--- config.mk ---
export PLATFORM = sky130hd
export DESIGN_NAME = crw_front
export DESIGN_NICKNAME = d
export VERILOG_FILES = /design/src/sv/crw_pkg.sv /design/src/sv/crw_front.sv
export SDC_FILE = /design/constraint.sdc
export NUM_CORES = 2
export LEC_CHECK = 0
export ABC_AREA = 1
export BUFFER_PORTS_ARGS = -buffer_cell sky130_fd_sc_hd__buf_2
export CAP_MARGIN = 20
export CORE_UTILIZATION = 30
export CTS_CLUSTER_SIZE = 30
export DETAILED_ROUTE_END_ITERATION = 16
export PLACE_DENSITY_LB_ADDON = 0.05
export SKIP_CTS_REPAIR_TIMING = 1
export SYNTH_ARGS = -nofsm -noshare
export SYNTH_HDL_FRONTEND = slang
export SYNTH_SLANG_ARGS = --single-unit
--- constraint.sdc ---
create_clock -name i_clk -period 5.4 [get_ports i_clk]
set_clock_uncertainty 0.1 [all_clocks]
set_input_delay 0.27 -clock i_clk [delete_from_list [all_inputs] [get_ports i_clk]]
set_output_delay 0.27 -clock i_clk [all_outputs]
set_load 0.05 [all_outputs]
--- src/sv/crw_pkg.sv ---
// Shared types and constants for the compass routing weight block.
`default_nettype none
package crw_pkg;

    // Fixed width of the weight result field
    localparam int unsigned WEIGHT_W = 16;

    // Control bits that travel with each transaction down the pipeline
    typedef struct packed {
        logic vld;   // stage holds a transaction
        logic deg;   // a vector has zero length
        logic neg;   // dot product is positive, weight is negated
    } t_ctl;

endpackage
`default_nettype wire

--- src/sv/crw_front.sv ---
// Front pipeline: difference vectors, dot product, squared lengths and their products.
`default_nettype none
module crw_front #(
    parameter int unsigned COORD_BITS = 7,
    parameter int unsigned FRAC_BITS  = 14,
    localparam int unsigned DW = COORD_BITS + 1,
    localparam int unsigned XW = 2 * COORD_BITS + 2,
    localparam int unsigned PW = 2 * COORD_BITS + 3,
    localparam int unsigned MW = 4 * COORD_BITS + 4,
    localparam int unsigned SW = MW + 2 * FRAC_BITS
) (
    input  wire logic                  i_clk,
    input  wire logic                  i_rst_n,
    input  wire logic                  i_en,
    input  wire logic                  i_vld,
    input  wire logic [COORD_BITS-1:0] i_cur_x,
    input  wire logic [COORD_BITS-1:0] i_cur_y,
    input  wire logic [COORD_BITS-1:0] i_nbr_x,
    input  wire logic [COORD_BITS-1:0] i_nbr_y,
    input  wire logic [COORD_BITS-1:0] i_dst_x,
    input  wire logic [COORD_BITS-1:0] i_dst_y,
    output crw_pkg::t_ctl              o_ctl,
    output logic [MW-1:0]              o_m,
    output logic [SW-1:0]              o_n2
);

    // stage 1: difference vectors
    logic               r_v1;
    logic signed [DW-1:0] r_vx, r_vy, r_dx, r_dy;
    // stage 2: products
    logic               r_v2;
    logic signed [XW-1:0] r_pxx, r_pyy, r_axx, r_ayy, r_bxx, r_byy;
    // stage 3: dot product and squared lengths
    crw_pkg::t_ctl      r_c3;
    logic [XW-1:0]      r_absp;
    logic [XW-1:0]      r_a, r_b;
    // stage 4: length product and squared dot product
    crw_pkg::t_ctl      r_c4;
    logic [MW-1:0]      r_m;
    logic [MW-1:0]      r_psq;

    logic signed [PW-1:0] n_p;
    logic [PW-1:0]        n_pa;
    logic [PW-1:0]        n_a, n_b;

    always_comb begin
        n_p  = PW'(r_pxx) + PW'(r_pyy);
        n_pa = n_p[PW-1] ? PW'(-n_p) : PW'(n_p);
        n_a  = PW'($unsigned(r_axx)) + PW'($unsigned(r_ayy));
        n_b  = PW'($unsigned(r_bxx)) + PW'($unsigned(r_byy));
    end

    // valid bits
    always_ff @(posedge i_clk) begin
        if (!i_rst_n) begin
            r_v1     <= 1'b0;
            r_v2     <= 1'b0;
            r_c3.vld <= 1'b0;
            r_c4.vld <= 1'b0;
        end else if (i_en) begin
            r_v1     <= i_vld;
            r_v2     <= r_v1;
            r_c3.vld <= r_v2;
            r_c4.vld <= r_c3.vld;
        end
    end

    // payload
    always_ff @(posedge i_clk) begin
        if (i_en) begin
            r_vx  <= DW'(signed'({1'b0, i_nbr_x})) - DW'(signed'({1'b0, i_cur_x}));
            r_vy  <= DW'(signed'({1'b0, i_nbr_y})) - DW'(signed'({1'b0, i_cur_y}));
            r_dx  <= DW'(signed'({1'b0, i_dst_x})) - DW'(signed'({1'b0, i_cur_x}));
            r_dy  <= DW'(signed'({1'b0, i_dst_y})) - DW'(signed'({1'b0, i_cur_y}));
            r_pxx <= XW'(r_vx) * XW'(r_dx);
            r_pyy <= XW'(r_vy) * XW'(r_dy);
            r_axx <= XW'(r_vx) * XW'(r_vx);
            r_ayy <= XW'(r_vy) * XW'(r_vy);
            r_bxx <= XW'(r_dx) * XW'(r_dx);
            r_byy <= XW'(r_dy) * XW'(r_dy);
            r_c3.deg <= (n_a == '0) || (n_b == '0);
            r_c3.neg <= (n_p > 0);
            r_absp   <= n_pa[XW-1:0];
            r_a      <= n_a[XW-1:0];
            r_b      <= n_b[XW-1:0];
            r_c4.deg <= r_c3.deg;
            r_c4.neg <= r_c3.neg;
            r_m      <= MW'(r_a) * MW'(r_b);
            r_psq    <= MW'(r_absp) * MW'(r_absp);
        end
    end

    assign o_ctl = r_c4;
    assign o_m   = r_m;
    assign o_n2  = SW'(r_psq) << (2 * FRAC_BITS);

endmodule
`default_nettype wire

==> metrics.txt <==
outcome=complete, but fails checks; failing checks=negative setup slack; number of enable flip-flop cells after synthesis=about 240; post-synth cell types=44; vias per cell=~4.2; complex-gate fraction of the synthesized area=about 4.4%; wirelength, routed=106 mm; fmax=around 180 MHz; largest family of logic cells by synthesized area=adder cells; first-pass GRT wire length=~170 mm; dpl cells=between 6k and 7k; DP HPWL=about 90 mm; Pre-antenna DRT Iters=5; vias in the first global route=31.7k; Synth Area in Adders=approximately 45%; Worst-Margin Slew=around 830 ps; WP data arrival=5870 ps; register area share after synthesis=~18%; H-tree depth=2; Core ar.=roughly 140000 um2; Final setup viols=29; clk_lat worst skew=between 600 and 700 ps; largest net degree at the start of global routing=127; Die X=~370 um; antenna-violating nets left=0; Placer Congestion=around 0.8; CTS tree=yes; Simple-Gate Fraction of Synth Area=13.9%; Mapped Cells=approximately 4.9k; Area Overhead vs Synth=19.4%; post-synthesis cell area=just over 40000 um2; ANT cells=0; nets@finish=roughly 6.4k; DR WL/cell=between 10 and 15 um; Synth Flop Type=edfxtp_1; Cell Rows=136; WS Path Type=reg2reg; RSZ-0062 raised after global routing=true; Max-cap violations=0; height of the die=~370 um; Post-Layout Cell Count=7086; die area=around 140000 um2; CTS sink count=243; Mean Syn Cell Area=roughly 8.5 um2; Initial Util=between 30% and 40%; endpoints failing hold=0; Critical Path End Type=flop; post-synthesis register bit count=243; multiplexer share of the synthesized area=0%; Placed Area=about 46000 um2; Starting DRT DRC Count=approximately 1.1k; ys async rst share=0%; global route overflow=0; CTS Root Cell=clkbuf_16; Post-Synth XOR/XNOR Area=under 10%; Pins Over Slew Limit=0; layout cells sized above 1=16.7%; detailed-route via count=29.9k; Rel. slew slack=between 40% and 50%; Crit Path Max Fanout=4; initial antenna violation count=0; DR DRC count=0; WP data required=5640 ps; global-route total usage across every layer=15.5%; Worst-path clk slew=around 70 ps; IO Port Bufs=111; Critical Path Start Type=flop; Fillers=between 10k and 15k; Min Hold Slack=roughly 0.60 ps; num ports=between 100 and 150; Num CTS Buffers=38; fin crit period=5630 ps; Final Cell Area=around 50000 um2; Hold Crit Class=in2reg; fin crit share=104%; Synthesis Warnings=0; Final WS setup=-234 ps; CTS max path bufs=3
## cell usage after synthesis (29+ instances only)
cell | instances | area share (%)
ha_1 | 445 | 13
buf_4 | 29 | 0.53
fa_1 | 658 | 32
xnor2_1 | 103 | 2.2
o21ai_0 | 85 | 1.0
inv_1 | 1353 | 12
xor2_1 | 116 | 2.5
clkbuf_1 | 153 | 1.4
nand3_1 | 107 | 1.3
nand2_1 | 1038 | 9.4
edfxtp_1 | 239 | 17
nor2_1 | 159 | 1.4
a21oi_1 | 179 | 2.2
## flip-flops by register name, summed over array words and instances, names as in the netlist, 16 cells and up
signal and cells:
r_pxx 16, r_absp 16, o_m 32, r_a 16, r_psq 31, r_b 16
r_pyy 16
## layer usage
| layer | vias up | track usage [%] | part of all wire [%] |
|---|---|---|---|
| li1 | 15187 | - | - |
| met1 | 14353 | 22.0 | 50 |
| met2 | 280 | 25.6 | 46 |
| met3 | 70 | 1.74 | 2.2 |
| met4 | 0 | 2.69 | 1.5 |
| met5 | - | 0 | 0 |
## cell usage in the layout (no fill, tap or decap), types with 29 or more instances in the layout
| master | count |
|---|---|
| clkbuf_16 | 38 |
| buf_2 | 110 |
| inv_2 | 52 |
| fa_1 | 635 |
| conb_1 | 29 |
| a21oi_1 | 139 |
| nand3_1 | 99 |
| a21oi_2 | 31 |
| ha_4 | 31 |
| buf_6 | 53 |
| nor2_1 | 140 |
| xnor2_1 | 101 |
| nand2_1 | 973 |
| inv_1 | 1302 |
| ha_1 | 412 |
| xor2_1 | 112 |
| edfxtp_1 | 239 |
| nand2_2 | 65 |
| o21ai_0 | 64 |
| buf_4 | 330 |
## final timing paths
path                    from         to  slack (ps)  cells past startpoint
hold / removal    i_nbr_y[0]    r_vy[0]         0.6                      4
setup reg to reg   r_absp[3]  r_psq[28]        -230                     22
hold reg to reg      r_c3[0]   o_ctl[0]         330                      0
setup / recovery   r_absp[3]  r_psq[28]        -230                     22
## stage by stage
step,setup slack [ps],util [%],setup TNS [ps]
2_1_floorplan,-15.0,-,-15.0
3_3_place_gp,-435,33.6,-8500
3_5_place_dp,-417,33.6,-9070
4_1_cts,-420,34.5,-9720
5_1_grt,-431,36.1,-9880
6_report,-234,36.1,-3310
## cell families after synthesis
| group | after synthesis |
|---|---|
| XOR/XNOR | 220 |
| AO/OA/AOI/OAI | 336 |
| flip-flops | 243 |
| buffers and inverters | 1542 |
| AND/OR/NAND/NOR | 1419 |
| other | 1 |
| adder cells (fa/ha/maj) | 1103 |
## cell type report
type	count	area (um2)	share of cell area, %
clock buffers	43	970	1.96
clock inverters	26	315	0.637
inverters	1356	5090	10.3
multi-input cells	3107	29700	59.9
flip-flops and latches	243	7260	14.7
well taps	1794	2240	4.53
repair buffers	517	3990	8.06
## critical path, stage by stage (launching register included)
cell and delay [ps]:
edfxtp_1 400, buf_6 140, nand2_2 60, inv_2 60, fa_1 580, inv_2 50, fa_1 490, inv_2 40
fa_1 530, fa_2 440, fa_1 520, inv_2 40, fa_1 520, inv_2 50, ha_4 260, a21oi_2 180
a21boi_1 180, inv_1 70, nand2_1 60, nand4_1 220, nand3_1 160, nand2_1 70, xor2_1 140
Power is not shown: default switching activity piles up to over one toggle a cycle in this logic, so the estimate is an artifact.
