File: src/sv/crw_pkg.sv
// Shared types and constants for the compass routing weight block.
`default_nettype none
package crw_pkg;

    // Fixed width of the weight result field
    localparam int unsigned WEIGHT_W = 16;

    // Control bits that travel with each transaction down the pipeline
    typedef struct packed {
        logic vld;   // stage holds a transaction
        logic deg;   // a vector has zero length
        logic neg;   // dot product is positive, weight is negated
    } t_ctl;

endpackage
`default_nettype wire

File: src/sv/crw_cell.sv
// One cell of the root/divide chain: decides one bit of the weight magnitude.
`default_nettype none
module crw_cell #(
    parameter int unsigned FRAC_BITS = 14,
    parameter int unsigned MW        = 32,
    parameter int unsigned BIT       = 0,
    localparam int unsigned SW = MW + 2 * FRAC_BITS,
    localparam int unsigned TW = MW + FRAC_BITS + 1,
    localparam int unsigned QW = FRAC_BITS + 1,
    localparam int unsigned ZW = SW + 2
) (
    input  wire logic          i_clk,
    input  wire logic          i_rst_n,
    input  wire logic          i_en,
    input  wire crw_pkg::t_ctl i_ctl,
    input  wire logic [MW-1:0] i_m,
    input  wire logic [SW-1:0] i_n2,
    input  wire logic [SW-1:0] i_s,
    input  wire logic [TW-1:0] i_t,
    input  wire logic [QW-1:0] i_q,
    output crw_pkg::t_ctl      o_ctl,
    output logic [MW-1:0]      o_m,
    output logic [SW-1:0]      o_n2,
    output logic [SW-1:0]      o_s,
    output logic [TW-1:0]      o_t,
    output logic [QW-1:0]      o_q
);

    // S tracks q^2*M and T tracks q*M; setting bit k adds 2^(k+1)*T + 4^k*M
    logic [ZW-1:0] n_trial;
    logic          n_take;

    always_comb begin
        n_trial = ZW'(i_s) + (ZW'(i_t) << (BIT + 1)) + (ZW'(i_m) << (2 * BIT));
        n_take  = (n_trial <= ZW'(i_n2));
    end

    always_ff @(posedge i_clk) begin
        if (!i_rst_n) begin
            o_ctl.vld <= 1'b0;
        end else if (i_en) begin
            o_ctl.vld <= i_ctl.vld;
        end
    end

    always_ff @(posedge i_clk) begin
        if (i_en) begin
            o_ctl.deg <= i_ctl.deg;
            o_ctl.neg <= i_ctl.neg;
            o_m       <= i_m;
            o_n2      <= i_n2;
            if (n_take) begin
                o_s <= n_trial[SW-1:0];
                o_t <= i_t + (TW'(i_m) << BIT);
                o_q <= i_q | (QW'(1) << BIT);
            end else begin
                o_s <= i_s;
                o_t <= i_t;
                o_q <= i_q;
            end
        end
    end

endmodule
`default_nettype wire

File: config.mk
export PLATFORM = sky130hd
export DESIGN_NAME = crw_cell
export DESIGN_NICKNAME = d
export VERILOG_FILES = /design/src/sv/crw_pkg.sv /design/src/sv/crw_cell.sv
export SDC_FILE = /design/constraint.sdc
export NUM_CORES = 1
export LEC_CHECK = 0
export BUFFER_PORTS_ARGS = -buffer_cell sky130_fd_sc_hd__buf_2
export CAP_MARGIN = 10
export CORE_MARGIN = 5
export CORE_UTILIZATION = 25
export DETAILED_ROUTE_END_ITERATION = 8
export PLACE_DENSITY_LB_ADDON = 0.05
export SLEW_MARGIN = 20
export SYNTH_ARGS = -nofsm -noshare
export SYNTH_HDL_FRONTEND = slang
export SYNTH_SLANG_ARGS = --single-unit
File: constraint.sdc
create_clock -name i_clk -period 10 [get_ports i_clk]
set_input_delay 3 -clock i_clk [delete_from_list [all_inputs] [get_ports i_clk]]
set_output_delay 3 -clock i_clk [all_outputs]
set_load 0.01 [all_outputs]
==> results of run 1 <==
## final cells by class
cell class	instances	area share [%]
clock buffer	30	3.87
clock inverter	21	0.968
inverter	90	1.79
multi-input combinational	949	40.9
sequential	217	34.5
tap	765	5.07
timing repair buffer	456	12.9
## state kept, by name, indices dropped and copies added (netlist names)
register / flops
o_s: 60
o_n2: 60
o_ctl: 3
o_t: 47
o_m: 32
o_q: 15
## power by group
group	internal [mW]	switching [mW]
clock network	0.601	0.425
registers	1.17	0.0350
logic	0.563	0.748
total	2.34	1.21
## critical path: cells and delay by family
| family | cells | cell delay (ns) |
|---|---|---|
| AO/OA/AOI/OAI | 15 | 3.62 |
| XOR/XNOR | 2 | 0.33 |
| adder cells (fa/ha/maj) | 4 | 1.42 |
| buffers and inverters | 4 | 0.58 |
| AND/OR/NAND/NOR | 4 | 0.74 |
## through the flow
step                      std cells  TNS (ns)
final                          2528         0
after global routing           2528         0
after CTS                      2528         0
after detailed placement       2477     -9.06
after global placement         2477         0
after floorplan                1283         0
## what timing repair did
item / 4_1_cts / 5_1_grt
resized for setup: 0 / 1
setup endpoints to repair: 0 / 66
hold buffers: 0 / 0
## synth_stat cells (all sizes together), types with 6 or more instances
cell,instances
and3,15
and2,9
xor2,35
a21oi,97
a21o,60
a31oi,10
fa,33
o21ai,52
nor3,14
nor2b,11
o211ai,9
nand2,74
nand4,31
buf,12
xnor2,76
o21bai,8
clkbuf,15
edfxtp,216
o31ai,6
nor2,63
inv,90
nand3,24
o21a,12
a211oi,13
mux2,75
nand2b,11
ha,157
## path summary, 6_finish.rpt
path | start | endpoint | slack [ns]
worst min register to register | o_ctl[2]$_SDFFE_PN0P_ | o_ctl[2]$_SDFFE_PN0P_ | 0.51
worst max-delay path | i_m[1] | o_t[41]$_DFFE_PP_ | 0.57
worst min-delay path | o_ctl[2]$_SDFFE_PN0P_ | o_ctl[2]$_SDFFE_PN0P_ | 0.51
worst max register to register | o_ctl[2]$_SDFFE_PN0P_ | o_ctl[2]$_SDFFE_PN0P_ | 9.42
## cell families after synthesis
group	synth area share, %
compound gates	13.3
simple gates	8.85
flops	44.3
fa+ha+maj	17.9
buf+inv	3.09
xor+xnor	6.62
mux	5.89
## routing by layer
layer / part of all wire (%) / track usage (%) / vias up
met5: 0 / 0 / -
met4: 1.2 / 2.39 / 0
met3: 6.7 / 3.56 / 36
met2: 49 / 26.9 / 326
met1: 43 / 19.7 / 5560
li1: - / - / 5717
==> reports/metrics.yaml, run 1 <==
yosys-top-cells-area: "edfxtp_1, ha_1, mux2_2"
p_leak_nw: 8.41
cts_tree: "yes"
finalClockSkew_ns: 0
final_cell_mix: "buf_2, edfxtp_1, ha_1"
power.density_nw_per_um2: 188
grt_start_max_net_pins: 118
ys.flop_type: "edfxtp_1"
routedWlPerCell_um: 20.3
grt_first_pass_wirelength_mm: 75.5
io_pins: 437
synthesis.nets: 1693
max_stage_delay_ns: 0.54
clk_path_buf_depth: 3
async_flop_share_pct: 0
die_area_sq_um: 63700
finalNetCount: 2152
initial_core_util_pct: 25.3
antenna_found_initial: 1
maxSlewHeadroom_pct: 34.2
worstPathArrival_ns: 9.75
maxSlewViolCount: 0
power_mw: 3.54
wirelength_mm: 51.3
worst_slew_pin_slew_ns: 0.979
antenna_left: 0
pre_cts_ws_ns: -0.149
post-synth-top-area-cell: "edfxtp_1"
clock-root-buffer: "clkbuf_16"
place_hpwl_mm: 42.4
die_x_um: 252
fp.coreArea_sq_um: 57900
slowest_stage: "fa_1"
ys_types: 60
gp_congestion: 0.811
utilization_pct: 32.6
clk_latency_ns: 0.56
setup_viol: 0
synthCells: 1283
fill_cells: 6104
cp-end-kind: "flip-flop"
cts_setup_buffers: 0
layout_setup_ws_ns: 0.568
syn_area_per_cell_sq_um: 11.4
multi_input_area_sq_um: 7720
synth_top_area_share_pct: 44.2
post-route-min-period_ns: 9.43
ys_seq_area_share_pct: 44.3
track_usage_pct: 15.3
first_global_vias: 12200
whs_path_depth: 2
ir_drop_v: 0.000123
n_antenna_cell: 0
place_area_sq_um: 17900
stdcell_area_sq_um: 18900
htree_levels: 1
routed_via_density: 4.60
cp.required_ns: 10.32
cts_sinks: 217
drt_iter0_drc: 598
whs_ns: 0.510
overflow: 0
regArea_sq_um: 6510
hold_path_class: "reg2reg"
final_common_cell: "buf_2"
worstSetupPathType: "in2reg"
areaGrowthSynthToFinish_pct: 28.5
cts_inserted_buffers: 28
r2r.worst_path.cells: 2
synth_edf_count: 216
clk_pin_slew_ns: 0.06
start_kind: "primary input"
max_freq_ghz: 0.106
drive_above_1_share_pct: 33.0
ys_warn_count: 0
rsz0062_at_grt: "false"
hold_viol: 0
rows: 88
io_buffers: 436
syn_area_sq_um: 14700
drv_cap: 0
ys_ff_latch: 217
num_vias: 11600
first_pass_iters: 5
fin_crit_sh_pct: 94.3
drc: 0
run_status: "completed"
die_y_um: 252
critPathMaxFanout: 13
Note: power is estimated with default switching activity, not from simulation.
==> inputs of run 2 (changes only) <==
--- a/config.mk
+++ b/config.mk
@@ -8,7 +8,7 @@
 export BUFFER_PORTS_ARGS = -buffer_cell sky130_fd_sc_hd__buf_2
 export CAP_MARGIN = 10
 export CORE_MARGIN = 5
-export CORE_UTILIZATION = 25
+export CORE_UTILIZATION = 53
 export DETAILED_ROUTE_END_ITERATION = 8
 export PLACE_DENSITY_LB_ADDON = 0.05
 export SLEW_MARGIN = 20
==> run 2 against run 1 <==
Largest cell class unchanged. Global-route usage rose by 10 points. Die area fell by 51%. First-iteration DRC count increased by 32%. Count of clock-buffer cells in the layout is 1 lower. Clock skew is the same. Cell count shrank 16%. Register-to-register slack about the same. Non-clock buffer count shrank 12. Critical path depth down 3. Largest power group unchanged. Worst setup slack got worse by 0.093 ns. Sequential share of layout area is 1.6 points higher.
==> reports/metrics.yaml, run 2 (synthesis results as in run 1) <==
timing.critical_path.buf_inv: 3
hold_viol: 0
wirelength_mm: 41.5
initial_core_util_pct: 53.3
worstSetupPathType: "in2reg"
totalNegativeSetupSlack_ns: 0
start_kind: "primary input"
max_stage_delay_ns: 0.61
drc: 0
power.density_nw_per_um2: 183
first_global_vias: 11800
hold_path_class: "reg2reg"
areaGrowthSynthToFinish_pct: 23.0
grt_util_met1_pct: 32.1
whs_path_depth: 2
die_x_um: 176
die_y_um: 176
p_seq_share_pct: 36.6
hold_path_end: "o_ctl[2]$_SDFFE_PN0P_"
routedWlPerCell_um: 19.6
drt_iter0_drc: 787
cts_setup_buffers: 0
cp-end-kind: "flip-flop"
r2r-end: "o_ctl[2]$_SDFFE_PN0P_"
critPathMaxFanout: 26
hold_buffers: 0
p_sw_mw: 1.10
maxSlewHeadroom_pct: 34.2
num_vias: 11700
worst_slew_pin_slew_ns: 0.987
run_status: "completed"
utilization_pct: 65.5
reg_top3: "o_n2 x60, o_s x60, o_t x47"
final_cell_mix: "buf_2, edfxtp_1, ha_1"
fin_crit_sh_pct: 95.3
grt_first_pass_wirelength_mm: 63.7
rsz0062_at_grt: "false"
io_buffers: 436
ir_drop_v: 0.000128
overflow: 0
post-route-min-period_ns: 9.53
swShare_pct: 33.4
finalNetCount: 2137
p_leak_nw: 8.24
cts_inserted_buffers: 25
p_clk_share_pct: 25.7
first_pass_iters: 5
power.internal_mw: 2.20
grtUsageMet3_pct: 4.80
cts_sinks: 217
clk_path_buf_depth: 3
htree_levels: 1
finalClockSkew_ns: 0
track_usage_pct: 25.8
io_pins: 437
p_comb_share_pct: 37.7
drv_cap: 0
maxSlewViolCount: 0
cp_top_family: "compound AO/OA/AOI/OAI gates"
die_area_sq_um: 31100
setup_viol: 0
antenna_found_initial: 5
clock-root-buffer: "clkbuf_16"
r2r-start: "o_ctl[2]$_SDFFE_PN0P_"
fp.coreArea_sq_um: 27600
top_usage_layer: "met2"
cp.required_ns: 10.29
slowest_stage: "or4_1"
grt_start_max_net_pins: 95
gp_congestion: 0.874
rows: 61
place_hpwl_mm: 33.9
clk_latency_ns: 0.52
clk_pin_slew_ns: 0.06
grtUsageMet2_pct: 47.0
worstPathArrival_ns: 9.81
antenna_left: 0
routed_via_density: 5.50
max_freq_ghz: 0.105
r2r.worst_path.cells: 2
min_from: "o_ctl[2]$_SDFFE_PN0P_"
cts_tree: "yes"
ff2ff_setup_slack_ns: 9.41
ctsResizeCount: 0
drive_above_1_share_pct: 32.1
final_common_cell: "buf_2"
-- run 2: cell types whose count changed in the layout (fill, tap and decap cells not counted) --
cell       change
buf_12         -6
buf_4          -6
bufinv_16      -2
clkbuf_1       +3
clkbuf_16      -4
clkinv_1       -2
clkinv_2       -4
diode_2        +2
inv_6          +1
nor3_1         +1
nor3_2         -1
-- run 2: power groups by stage --
stage / registers, mW / clock network [mW] / logic [mW]
floorplan: 1.29 / 0 / 0.730
global placement: 1.22 / 0 / 1.22
detailed placement: 1.22 / 0 / 1.24
CTS: 1.21 / 0.867 / 1.25
global route: 1.22 / 0.911 / 1.38
finish: 1.21 / 0.846 / 1.24
-- run 2: cell type report --
type | count | area [sq um]
inverters | 90 | 338
clock inverters | 14 | 104
flip-flops and latches | 217 | 6510
diodes | 2 | 5.00
fillers | 2275 | 9500
clock buffers | 29 | 641
multi-input cells | 949 | 7720
well taps | 378 | 473
repair buffers | 444 | 2260
-- run 2: stage by stage --
| stage | hold WS (ns) | power, mW | area [sq um] | instances | setup slack, ns |
|---|---|---|---|---|---|
| final | 0.509 | 3.29 | 18000 | 2123 | 0.475 |
| after detailed placement | 0.505 | 2.46 | 17300 | 2078 | 0.00377 |
| after global routing | 0.549 | 3.50 | 18000 | 2123 | 0.00234 |
| after CTS | 0.519 | 3.32 | 18000 | 2121 | 0.500 |
| after floorplan | 0.538 | 2.02 | 14700 | 1283 | 1.30 |
| after global placement | 0.492 | 2.45 | 17300 | 2078 | 0.175 |
-- run 2: layer usage --
layer,part of all wire (%),vias to the layer above
li1,-,5677
met1,39,5484
met2,51,450
met3,7.6,59
met4,1.7,6
met5,0.082,-
-- run 2: how the worst max path moves through the flow --
stage / from / end / slack [ns] / cells past startpoint
2_1_floorplan: i_m[1] / o_s[40]$_DFFE_PP_ / 1.30 / 28
3_3_place_gp: i_m[1] / o_t[43]$_DFFE_PP_ / 0.17 / 29
3_5_place_dp: i_m[1] / o_t[37]$_DFFE_PP_ / 0.004 / 26
4_1_cts: i_m[1] / o_t[37]$_DFFE_PP_ / 0.50 / 26
5_1_grt: i_m[2] / o_t[37]$_DFFE_PP_ / 0.002 / 24
6_report: i_m[1] / o_t[37]$_DFFE_PP_ / 0.47 / 26
-- run 2: worst reg2reg max path: stages, from the launching register on --
cell,delay (ns)
dfxtp_1,0.30
mux2i_1,0.12
nor2b_1,0.06
